**config.mk**
```make
export PLATFORM = sky130hd
export DESIGN_NAME = rc_frame_differential_drive
export DESIGN_NICKNAME = d
export VERILOG_FILES = /design/src/hw/rtl/rcfdd_pkg.sv /design/src/hw/rtl/rc_frame_differential_drive.sv
export SDC_FILE = /design/constraint.sdc
export NUM_CORES = 1
export LEC_CHECK = 0
export BUFFER_PORTS_ARGS = -buffer_cell sky130_fd_sc_hd__buf_2
export CORE_MARGIN = 5
export CORE_UTILIZATION = 35
export DETAILED_ROUTE_END_ITERATION = 8
export PLACE_DENSITY = 0.52
export SLEW_MARGIN = 30
export SYNTH_ARGS = -nofsm -noshare
export SYNTH_HDL_FRONTEND = slang
export SYNTH_SLANG_ARGS = --single-unit
```
**constraint.sdc**
```tcl
create_clock -name clk -period 7.8 [get_ports clk]
set_input_delay 0.78 -clock clk [delete_from_list [all_inputs] [get_ports clk]]
set_output_delay 0.78 -clock clk [all_outputs]
set_load 0.03 [all_outputs]
```
**src/hw/rtl/rcfdd_pkg.sv**
```systemverilog
`default_nettype none

package rcfdd_pkg;

  // Sequencer states
  typedef enum logic [2:0] {
    ST_IDLE,
    ST_EVAL,
    ST_MIX_RCP,
    ST_MIX_FIX,
    ST_SC_MUL,
    ST_SC_RCP,
    ST_SC_FIX,
    ST_EMIT
  } rcfdd_state_t;

  // Result status codes
  localparam logic [1:0] STAT_APPLIED  = 2'd0;
  localparam logic [1:0] STAT_CHK_ERR  = 2'd1;
  localparam logic [1:0] STAT_MISSED   = 2'd2;
  localparam logic [1:0] STAT_TIMEOUT  = 2'd3;

  // Motor direction codes
  localparam logic [1:0] DIR_STOP    = 2'd0;
  localparam logic [1:0] DIR_FORWARD = 2'd1;
  localparam logic [1:0] DIR_REVERSE = 2'd2;

  // Input kind codes
  localparam logic KIND_FRAME = 1'b0;
  localparam logic KIND_POLL  = 1'b1;

  // Configuration register indexes
  localparam int unsigned CFG_IDX_W = 1;
  localparam logic [CFG_IDX_W-1:0] CFG_PWM_MAX    = 1'd0;
  localparam logic [CFG_IDX_W-1:0] CFG_MISS_LIMIT = 1'd1;

  // Switch byte bits
  localparam int unsigned SW_FWD_BIT = 0;
  localparam int unsigned SW_REV_BIT = 1;

  // Shared multiplier widths
  localparam int unsigned MUL_A_W  = 24;
  localparam int unsigned MUL_B_W  = 17;
  localparam int unsigned PROD_W   = MUL_A_W + MUL_B_W;

  // Reciprocals: x/127 for x < 2^15 as (x*258)>>15, x/255 for x < 2^24 as
  // (x*65793)>>24; both estimates are at most one low and get one correction.
  localparam int unsigned RCP127_SH = 15;
  localparam int unsigned RCP255_SH = 24;
  localparam logic [MUL_B_W-1:0] RCP127 = 17'd258;
  localparam logic [MUL_B_W-1:0] RCP255 = 17'd65793;

  localparam logic [7:0]  MIX_OFFSET  = 8'd127;
  localparam logic [7:0]  BYTE_NEG_MAX = 8'h80;
  localparam logic [7:0]  BYTE_NEG_CLAMP = 8'h81;
  localparam logic [15:0] MISS_SAT    = 16'hffff;

endpackage

`default_nettype wire

```
**src/hw/rtl/rc_frame_differential_drive.sv**
```systemverilog
`default_nettype none

// Differential-drive steering mixer for a remote-control receiver.
// Input channel (in_valid/in_ready): one word per received frame or per poll.
//   A frame carries steering, throttle, switch and spare bytes plus its
//   checksum byte; a poll (in_kind high) reports a missed or bad reception.
// Result channel (out_valid/out_ready): exactly one word per input word, with
//   a status code and the held direction and motor duties after that word.
// Configuration port: cfg_we with cfg_index 0 writes pwm_max, index 1 writes
//   miss_limit; write only while the block is idle.
// Sequencing: a poll or a frame with a bad checksum goes from evaluation
//   straight to the final step; a good frame first passes through the one
//   shared multiplier, which forms the mix product, the divide-by-127
//   reciprocal product and, per motor, the pwm_max product and the
//   divide-by-255 reciprocal product, in turn. One word is in flight at
//   a time; in_ready is high only when the sequencer is idle, so the next
//   word waits until the result of the last has left the sequencer.
// Reset: synchronous on rst_n low; direction stop, duties and miss count zero,
//   pwm_max 255, miss_limit 100, no result pending.
// Stall: a finished result sits in the output register until taken; the next
//   word is accepted meanwhile, and its result waits in the final step until
//   the output register frees.
module rc_frame_differential_drive (
  input  wire logic                              clk,
  input  wire logic                              rst_n,
  input  wire logic                              in_valid,
  output logic                                   in_ready,
  input  wire logic                              in_kind,
  input  wire logic signed [7:0]                 in_steering,
  input  wire logic signed [7:0]                 in_throttle,
  input  wire logic [7:0]                        in_switches,
  input  wire logic [7:0]                        in_spare_channel,
  input  wire logic [7:0]                        in_frame_sum,
  output logic                                   out_valid,
  input  wire logic                              out_ready,
  output logic [1:0]                             out_status,
  output logic [1:0]                             out_direction,
  output logic [15:0]                            out_duty_one,
  output logic [15:0]                            out_duty_two,
  input  wire logic                              cfg_we,
  input  wire logic [rcfdd_pkg::CFG_IDX_W-1:0]   cfg_index,
  input  wire logic [15:0]                       cfg_wdata
);
  import rcfdd_pkg::*;

  // Sequencer and control state
  rcfdd_state_t state_r, state_nxt;
  logic         sel_two_r, sel_two_nxt;     // scaling motor two when high
  logic         out_valid_r, out_valid_nxt;

  // Configuration
  logic [15:0] pwm_max_r, miss_limit_r;

  // Held drive state
  logic [1:0]  dir_r, dir_nxt;
  logic [15:0] duty_one_r, duty_one_nxt;
  logic [15:0] duty_two_r, duty_two_nxt;
  logic [15:0] miss_r, miss_nxt;

  // Latched input word
  logic             kind_r;
  logic [7:0]       steer_r, thr_r, sw_r, spare_r, fsum_r;

  // Working registers
  logic [1:0]         status_r, status_nxt;
  logic [7:0]         d_one_r, d_one_nxt;
  logic [7:0]         d_two_r, d_two_nxt;
  logic [15:0]        scaled_one_r, scaled_one_nxt;
  logic [MUL_A_W-1:0] x_r;
  logic [PROD_W-1:0]  prod_r;

  // Output register
  logic [1:0]  out_status_r, out_dir_r;
  logic [15:0] out_duty_one_r, out_duty_two_r;

  // Shared multiplier operands
  logic [MUL_A_W-1:0] mul_a;
  logic [MUL_B_W-1:0] mul_b;

  // Frame decode
  logic [7:0] chk_sum;
  logic       chk_ok;
  logic [7:0] s_cl, t_cl, s_off, t_base;
  logic       s_neg;
  logic [6:0] mix_a;

  // Divide-by-127 correction
  logic [7:0]  q127;
  logic [15:0] rem127;
  logic [7:0]  q127_fix;

  // Divide-by-255 correction
  logic [15:0] q255;
  logic [MUL_A_W:0] rem255;
  logic [15:0] q255_fix;
  logic [7:0]  d_sel;

  logic in_acc;
  logic out_free;

  assign in_ready = (state_r == ST_IDLE);
  assign in_acc   = in_valid && in_ready;
  assign out_free = !out_valid_r || out_ready;

  assign out_valid     = out_valid_r;
  assign out_status    = out_status_r;
  assign out_direction = out_dir_r;
  assign out_duty_one  = out_duty_one_r;
  assign out_duty_two  = out_duty_two_r;

  // Checksum: inverted low byte of the sum of the four channel bytes
  assign chk_sum = steer_r + thr_r + sw_r + spare_r;
  assign chk_ok  = (~chk_sum == fsum_r);

  // Clamp -128 to -127; offsets wrap modulo 256 into the 0..254 range
  assign s_cl   = (steer_r == BYTE_NEG_MAX) ? BYTE_NEG_CLAMP : steer_r;
  assign t_cl   = (thr_r == BYTE_NEG_MAX) ? BYTE_NEG_CLAMP : thr_r;
  assign s_neg  = s_cl[7];
  assign s_off  = s_cl + MIX_OFFSET;
  assign t_base = t_cl + MIX_OFFSET;
  assign mix_a  = s_neg ? s_off[6:0] : s_cl[6:0];

  // Quotient estimate is at most one low: one compare and bump fixes it
  assign q127     = prod_r[RCP127_SH+7:RCP127_SH];
  assign rem127   = {1'b0, x_r[14:0]} - ({1'b0, q127, 7'b0} - {8'b0, q127});
  assign q127_fix = q127 + {7'b0, (rem127 >= 16'd127)};

  assign q255     = prod_r[RCP255_SH+15:RCP255_SH];
  assign rem255   = {1'b0, x_r} - ({1'b0, q255, 8'b0} - {9'b0, q255});
  assign q255_fix = q255 + {15'b0, (rem255 >= 25'd255)};

  assign d_sel = sel_two_r ? d_two_r : d_one_r;

  // Operand select for the shared multiplier
  always_comb begin
    case (state_r)
      ST_EVAL: begin
        mul_a = {17'b0, mix_a};
        mul_b = {9'b0, t_base};
      end
      ST_MIX_RCP: begin
        mul_a = {9'b0, prod_r[14:0]};
        mul_b = RCP127;
      end
      ST_SC_MUL: begin
        mul_a = {8'b0, pwm_max_r};
        mul_b = {9'b0, d_sel};
      end
      ST_SC_RCP: begin
        mul_a = prod_r[MUL_A_W-1:0];
        mul_b = RCP255;
      end
      default: begin
        mul_a = '0;
        mul_b = '0;
      end
    endcase
  end

  // Next state and datapath control
  always_comb begin
    state_nxt      = state_r;
    sel_two_nxt    = sel_two_r;
    out_valid_nxt  = out_valid_r && !out_ready;
    dir_nxt        = dir_r;
    duty_one_nxt   = duty_one_r;
    duty_two_nxt   = duty_two_r;
    miss_nxt       = miss_r;
    status_nxt     = status_r;
    d_one_nxt      = d_one_r;
    d_two_nxt      = d_two_r;
    scaled_one_nxt = scaled_one_r;

    case (state_r)
      ST_IDLE: begin
        if (in_acc) begin
          state_nxt = ST_EVAL;
        end
      end

      ST_EVAL: begin
        if (kind_r == KIND_POLL) begin
          // Count the miss (saturating); time out on the count held before
          if (miss_r != MISS_SAT) begin
            miss_nxt = miss_r + 16'd1;
          end
          if (miss_r > miss_limit_r) begin
            dir_nxt    = DIR_STOP;
            status_nxt = STAT_TIMEOUT;
          end else begin
            status_nxt = STAT_MISSED;
          end
          state_nxt = ST_EMIT;
        end else if (!chk_ok) begin
          // Drop the frame, hold everything
          status_nxt = STAT_CHK_ERR;
          state_nxt  = ST_EMIT;
        end else begin
          if (sw_r[SW_FWD_BIT]) begin
            dir_nxt = DIR_FORWARD;
          end else if (sw_r[SW_REV_BIT]) begin
            dir_nxt = DIR_REVERSE;
          end else begin
            dir_nxt = DIR_STOP;
          end
          miss_nxt   = '0;
          status_nxt = STAT_APPLIED;
          state_nxt  = ST_MIX_RCP;
        end
      end

      ST_MIX_RCP: begin
        state_nxt = ST_MIX_FIX;
      end

      ST_MIX_FIX: begin
        if (s_neg) begin
          d_one_nxt = t_base;
          d_two_nxt = q127_fix;
        end else begin
          d_one_nxt = t_base - q127_fix;
          d_two_nxt = t_base;
        end
        sel_two_nxt = 1'b0;
        state_nxt   = ST_SC_MUL;
      end

      ST_SC_MUL: begin
        state_nxt = ST_SC_RCP;
      end

      ST_SC_RCP: begin
        state_nxt = ST_SC_FIX;
      end

      ST_SC_FIX: begin
        if (!sel_two_r) begin
          scaled_one_nxt = q255_fix;
          sel_two_nxt    = 1'b1;
          state_nxt      = ST_SC_MUL;
        end else begin
          duty_one_nxt = scaled_one_r;
          duty_two_nxt = q255_fix;
          state_nxt    = ST_EMIT;
        end
      end

      ST_EMIT: begin
        if (out_free) begin
          out_valid_nxt = 1'b1;
          state_nxt     = ST_IDLE;
        end
      end

      default: begin
        state_nxt = ST_IDLE;
      end
    endcase
  end

  // Control registers
  always_ff @(posedge clk) begin
    if (!rst_n) begin
      state_r      <= ST_IDLE;
      sel_two_r    <= 1'b0;
      out_valid_r  <= 1'b0;
      dir_r        <= DIR_STOP;
      duty_one_r   <= '0;
      duty_two_r   <= '0;
      miss_r       <= '0;
      pwm_max_r    <= 16'd255;
      miss_limit_r <= 16'd100;
    end else begin
      state_r     <= state_nxt;
      sel_two_r   <= sel_two_nxt;
      out_valid_r <= out_valid_nxt;
      dir_r       <= dir_nxt;
      duty_one_r  <= duty_one_nxt;
      duty_two_r  <= duty_two_nxt;
      miss_r      <= miss_nxt;
      if (cfg_we) begin
        case (cfg_index)
          CFG_PWM_MAX:    pwm_max_r    <= cfg_wdata;
          CFG_MISS_LIMIT: miss_limit_r <= cfg_wdata;
          default: begin
          end
        endcase
      end
    end
  end

  // Payload registers
  always_ff @(posedge clk) begin
    if (in_acc) begin
      kind_r  <= in_kind;
      steer_r <= in_steering;
      thr_r   <= in_throttle;
      sw_r    <= in_switches;
      spare_r <= in_spare_channel;
      fsum_r  <= in_frame_sum;
    end
    status_r     <= status_nxt;
    d_one_r      <= d_one_nxt;
    d_two_r      <= d_two_nxt;
    scaled_one_r <= scaled_one_nxt;
    prod_r       <= mul_a * mul_b;
    if (state_r == ST_MIX_RCP || state_r == ST_SC_RCP) begin
      x_r <= prod_r[MUL_A_W-1:0];
    end
    if (state_r == ST_EMIT && out_free) begin
      out_status_r   <= status_r;
      out_dir_r      <= dir_r;
      out_duty_one_r <= duty_one_r;
      out_duty_two_r <= duty_two_r;
    end
  end

endmodule

`default_nettype wire

```
# Yosys cells after proc, flatten, opt, wreduce, memory -nomap -nowiden

Index checks and enable logic that the tools add are counted.
Widths: inputs -> output; s select.

Output and inout bits: 38
Input bits: 63
Flip-flop bits (word level): 262
Word-level logic and storage cells: 105

Magnitude comparators: 3
Bitwise gates (word level): 3
Multipliers: 1
Equality and inequality tests: 15
$add $sub $neg: 13
Mux-type cells: 28
Reduce and logical (&&, ||, !) cells: 17

Operator list:

| cell                  | number |
|---|---|
| $pmux 24 s4           | 1 |
| $pmux 17 s4           | 1 |
| $mux 16               | 3 |
| $mul 24x17->40        | 1 |
| $mux 8                | 5 |
| $ge 25x8->1 const B   | 1 |
| $sub 24x16->25        | 1 |
| $sub 24x25->25        | 1 |
| $add 8x8->8           | 3 |
| $pmux 3 s8            | 1 |
| $add 16x1->16         | 1 |
| $add 16x1->16 const B | 1 |
| $eq 8x8->1 const B    | 2 |
| $ge 16x7->1 const B   | 1 |
| $gt 16x16->1          | 1 |
| $ne 16x16->1 const B  | 1 |
| $sub 15x16->16        | 1 |
| $sub 15x8->16         | 1 |
| $mux 2                | 7 |
| $eq 3x3->1 const B    | 4 |
| $mux 3                | 4 |
| $reduce_and 2->1      | 5 |
| $add 8x1->8           | 1 |
| $add 8x7->8 const B   | 1 |
| other kinds (18)      | 31 |

# Logic depth before layout (Yosys ltp)

Word-level depth: 8
Mapped depth: 31
Mapped depth without buffers: 31

# Worst setup path after synthesis

Ideal clock, no wire load.

Path type: reg2reg
Start point: reg thr_r[2]
End point: reg prod_r[39]
Stages on the path, launching flop included: 30
Path slack: 0.511 ns
Data required time: 7.673 ns
Clock period less this slack: 7.289 ns
Library setup time: 0.127 ns
Buffers on the path: 0
Arrival: 7.162 ns
Path through: edfxtp_1 nor4_1 nor3b_1 a21oi_1 ha_1 nand2_1 xor2_1 inv_1 a21oi_1 nor2_1 fa_1 inv_1 fa_1 inv_1 ha_1 fa_1 fa_1 inv_1 fa_1 inv_1 ha_1 a21o_1 a21o_1 a21oi_1 nor4_1 a41oi_1 a21oi_1 o21ai_0 a211oi_1 mux2i_1

Word-level cells in the longest chain between the ends: 5

Ends and longest elaborated chain:

| item                   | line                               | RTL |
|---|---|---|
| start, declared        | rc_frame_differential_drive.sv:62  | `logic [7:0] steer_r, thr_r, sw_r, spare_r, fsum_r;` |
| start signal, assigned | rc_frame_differential_drive.sv:297 | `thr_r <= in_throttle;` |
| $eq 8x8->1             | rc_frame_differential_drive.sv:117 | `assign t_cl = (thr_r == BYTE_NEG_MAX) ? BYTE_NEG_CLAMP : thr_r;` |
| $mux 8 (*)             | rc_frame_differential_drive.sv:117 |  |
| $add 8x7->8 (*)        | rc_frame_differential_drive.sv:120 | `assign t_base = t_cl + MIX_OFFSET;` |
| $pmux 17 s4 (*)        | rc_frame_differential_drive.sv:136 | `case (state_r)` |
| $mul 24x17->40 (*)     | rc_frame_differential_drive.sv:306 | `prod_r <= mul_a * mul_b;` |
| end signal, assigned   | rc_frame_differential_drive.sv:306 |  |
| end, declared          | rc_frame_differential_drive.sv:70  | `logic [PROD_W-1:0] prod_r;` |

Mark *: on every way between the ends. The rest lies on a longest branch, timed or not.
A chain may end at the register's enable or synchronous reset.

# Worst setup path after layout

Start point: reg thr_r[5]
End point: reg prod_r[38]

Same word-level chain as after synthesis.

==> results.sh <==
export IMPL_clock_root_buffer="clkbuf_16"
export IMPL_endpoint_kind="flip-flop"
export IMPL_grt_overflow_total=0
export IMPL_grt_max_degree=74
export IMPL_cp_slowest_cell="fa_1"
export IMPL_instances_no_fill=3243
export IMPL_dp_hpwl_um=45760
export IMPL_yosysWarnings=0
export IMPL_synth_ff_type="edfxtp_1"
export IMPL_power_frac_clock_pct=19.6
export IMPL_cp_start_kind="flip-flop"
export IMPL_required_ns=8.32
export IMPL_placed_cell_area_mm2=0.02331
export IMPL_core_area_mm2=0.06047
export IMPL_port_buffers=100
export IMPL_postRouteAntennaNets=0
export IMPL_p_leak_uw=0.01125
export IMPL_status="finished, final reports clean"
export IMPL_holdWs_ns=0.3655
export IMPL_via_count=15840
export IMPL_yosysUniqueCellTypes=67
export IMPL_slew_headroom_pct=41.52
export IMPL_wl_per_cell_um=17.18
export IMPL_cp_max_fo=10
export IMPL_busiest_layer="met2"
export IMPL_gr_usage_met2_pct=27.42
export IMPL_drt_pass1_iter_count=5
export IMPL_syn_avg_cell_area_um2=9.513
export IMPL_postCtsHoldBufs=0
export IMPL_cts_tree="yes"
export IMPL_pwr_share_seq_pct=25.5
export IMPL_fmax_mhz=135.0
export IMPL_use_met1_pct=23.43
export IMPL_fin_skew_ns=0.01154
export IMPL_antenna_found_initial=2
export IMPL_netlist_area_mm2=0.02142
export IMPL_critPathMostFrequentCell="inv_1"
export IMPL_p_int_uw=4054
export IMPL_drc=0
export IMPL_grt_pass1_wl_um=89530
export IMPL_clkTransAtPathRegs_ns=0.06
export IMPL_clk_path_buf_depth=3
export IMPL_p_sw_uw=3137
export IMPL_synth_edff_count=135
export IMPL_worstMarginPinSlew_ns=0.8550
export IMPL_cts_htree_levels=1
export IMPL_fin_nets=2914
export IMPL_final_common_cell="inv_1"
export IMPL_max_stage_delay_ns=0.55
export IMPL_cts_sinks=262
export IMPL_gp_congestion=0.8717
export IMPL_most_common_layout_cells="inv_1 (396), ha_1 (222), nand2_1 (202)"
export IMPL_crit_arrival_ns=7.93
export IMPL_ys_seq_elements=262
export IMPL_power_total_uw=7192
export IMPL_drive_above_1_share_pct=9.427
export IMPL_irDropWorstVdd_mv=0.1638
export IMPL_placedCellCount=3182
export IMPL_rsz0062_at_grt="false"
export IMPL_n_antenna_cell=0
export IMPL_start_util_pct=35.43
export IMPL_critPathKind="reg -> reg"
export IMPL_yosys_area_top_type="edfxtp_1"
export IMPL_synth_top_cell_area_share_pct=18.92
export IMPL_drv_cap=0
export IMPL_numCtsBuffers=31
export IMPL_initialDrtViolationCount=850
export IMPL_dieArea_mm2=0.06626
export IMPL_ys_seq_area_share_pct=30.79
export IMPL_io_pins=101
export IMPL_die_h_um=257.4
export IMPL_slew_viol_final=0
export IMPL_insertion_delay_ns=0.59
export IMPL_fin_crit_sh_pct=94.98
export IMPL_vias_per_cell=4.885
export IMPL_track_usage_pct=16.74
export IMPL_syn_inst=2252
export IMPL_area_growth_pct=13.89
export IMPL_p_comb_share_pct=54.9
export IMPL_drt_wl_total_um=55710
export IMPL_setup_tns_ns=0
export IMPL_hold_viol=0
export IMPL_fillers=5996
export IMPL_finalCriticalPeriod_ns=7.409
export IMPL_grt_met3_usage_pct=2.314
export IMPL_synthTopCellsByArea="edfxtp_1 (19%), fa_1 (18%), ha_1 (13%)"
export IMPL_grt_pass1_vias=16390
export IMPL_power_density_mw_per_mm2=294.7
export IMPL_async_flop_share_pct=0
export IMPL_swShare_pct=43.63
export IMPL_setup_viol=0
export IMPL_hold_path_class="in -> reg"
export IMPL_die_w_um=257.4
export IMPL_final_cell_area_mm2=0.02440
export IMPL_core_rowCount=90
state kept, by name (all words and copies together) (netlist names), 3 cells and up:
register      count
duty_one_r       16
fsum_r            8
scaled_one_r     16
miss_r           16
x_r              24
thr_r             8
spare_r           8
d_two_r           8
duty_two_r       16
d_one_r           8
miss_limit_r     16
out_duty_two     16
steer_r           8
state_r           3
sw_r              8
out_duty_one     16
prod_r           40
pwm_max_r        16
logic make-up (layout without fill, tap and decap cells):
logic type	count (synthesis)	in the layout	synth area share, %
buffers and inverters	451	606	7.937
AO/OA/AOI/OAI	356	356	10.99
flip-flops	262	262	30.79
AND/OR/NAND/NOR	644	644	14.09
other	2	56	0.03506
adder cells (fa/ha/maj)	415	415	31.00
XOR/XNOR	96	96	3.925
multiplexers	26	26	1.232
cells in the mapped netlist, types with 9 or more instances:
| master | count |
|---|---|
| o21ai_0 | 57 |
| a21o_1 | 39 |
| nand2_1 | 202 |
| xor2_1 | 29 |
| inv_1 | 396 |
| a211oi_1 | 9 |
| nor3b_1 | 20 |
| nand3_1 | 48 |
| edfxtp_1 | 135 |
| o31ai_1 | 10 |
| clkbuf_1 | 52 |
| fa_1 | 193 |
| xnor2_1 | 67 |
| a221oi_1 | 11 |
| mux2i_1 | 23 |
| and2_1 | 36 |
| and3_1 | 13 |
| a21boi_0 | 44 |
| o21a_1 | 11 |
| nand2b_1 | 29 |
| nor2_1 | 186 |
| nor3_1 | 35 |
| ha_1 | 222 |
| o211ai_1 | 14 |
| a21oi_1 | 101 |
| dfxtp_1 | 127 |
| or3_1 | 9 |
| nor2b_1 | 28 |
per-layer routing:
metal / wire (um) / up-vias
met5: 0 / -
met4: 1603 / 0
met3: 2532 / 87
met2: 25370 / 329
met1: 26200 / 7676
li1: - / 7750
power groups by stage:
stage	clock, uW	sequential (uW)	combinational (uW)
after floorplan	0	1770	2940
after global placement	0	1870	3860
after detailed placement	0	1870	3900
after CTS	1450	1840	3930
after global routing	1500	1850	4510
final	1410	1840	3950
final cells by class:
| type | instances | area (um2) | share of cell area, % |
|---|---|---|---|
| inverter | 397 | 1490 | 6.107 |
| sequential | 262 | 6596 | 27.03 |
| clock inverter | 14 | 128.9 | 0.5282 |
| tap | 782 | 978.4 | 4.010 |
| clock buffer | 44 | 865.8 | 3.549 |
| timing repair buffer | 151 | 915.9 | 3.754 |
| multi-input combinational | 1593 | 13420 | 55.02 |
path summary, 6_finish.rpt:
| path | cells after the start | to | start | slack, ns |
|---|---|---|---|---|
| max | 29 | prod_r[38] | thr_r[5] | 0.39 |
| min | 1 | sw_r[3] | in_switches[3] | 0.37 |
| max reg2reg | 29 | prod_r[38] | thr_r[5] | 0.39 |
| min reg2reg | 0 | out_duty_two[4] | duty_two_r[4] | 0.43 |
critical path: cells and delay by family, from the launching register on:
family                   cells  cell delay (ns)
AND/OR/NAND/NOR              7             1.32
multiplexers                 1             0.21
AO/OA/AOI/OAI                5             0.93
buffers and inverters        7             0.72
flip-flops                   1             0.40
XOR/XNOR                     1             0.20
adder cells (fa/ha/maj)      8             3.51
through the flow:
stage	setup slack (ns)	util, %
2_1_floorplan	0.5114	-
3_3_place_gp	0.2300	38.49
3_5_place_dp	0.002446	38.55
4_1_cts	0.1234	40.20
5_1_grt	0.05819	40.35
6_report	0.3915	40.35
repair_timing:
item | 4_1_cts | 5_1_grt
pin swaps | 0 | 1
gates resized for setup | 1 | 13
endpoints found under the setup margin | 1 | 14
buffers inserted | 0 | 3
Note: power is estimated with default switching activity, not from simulation.
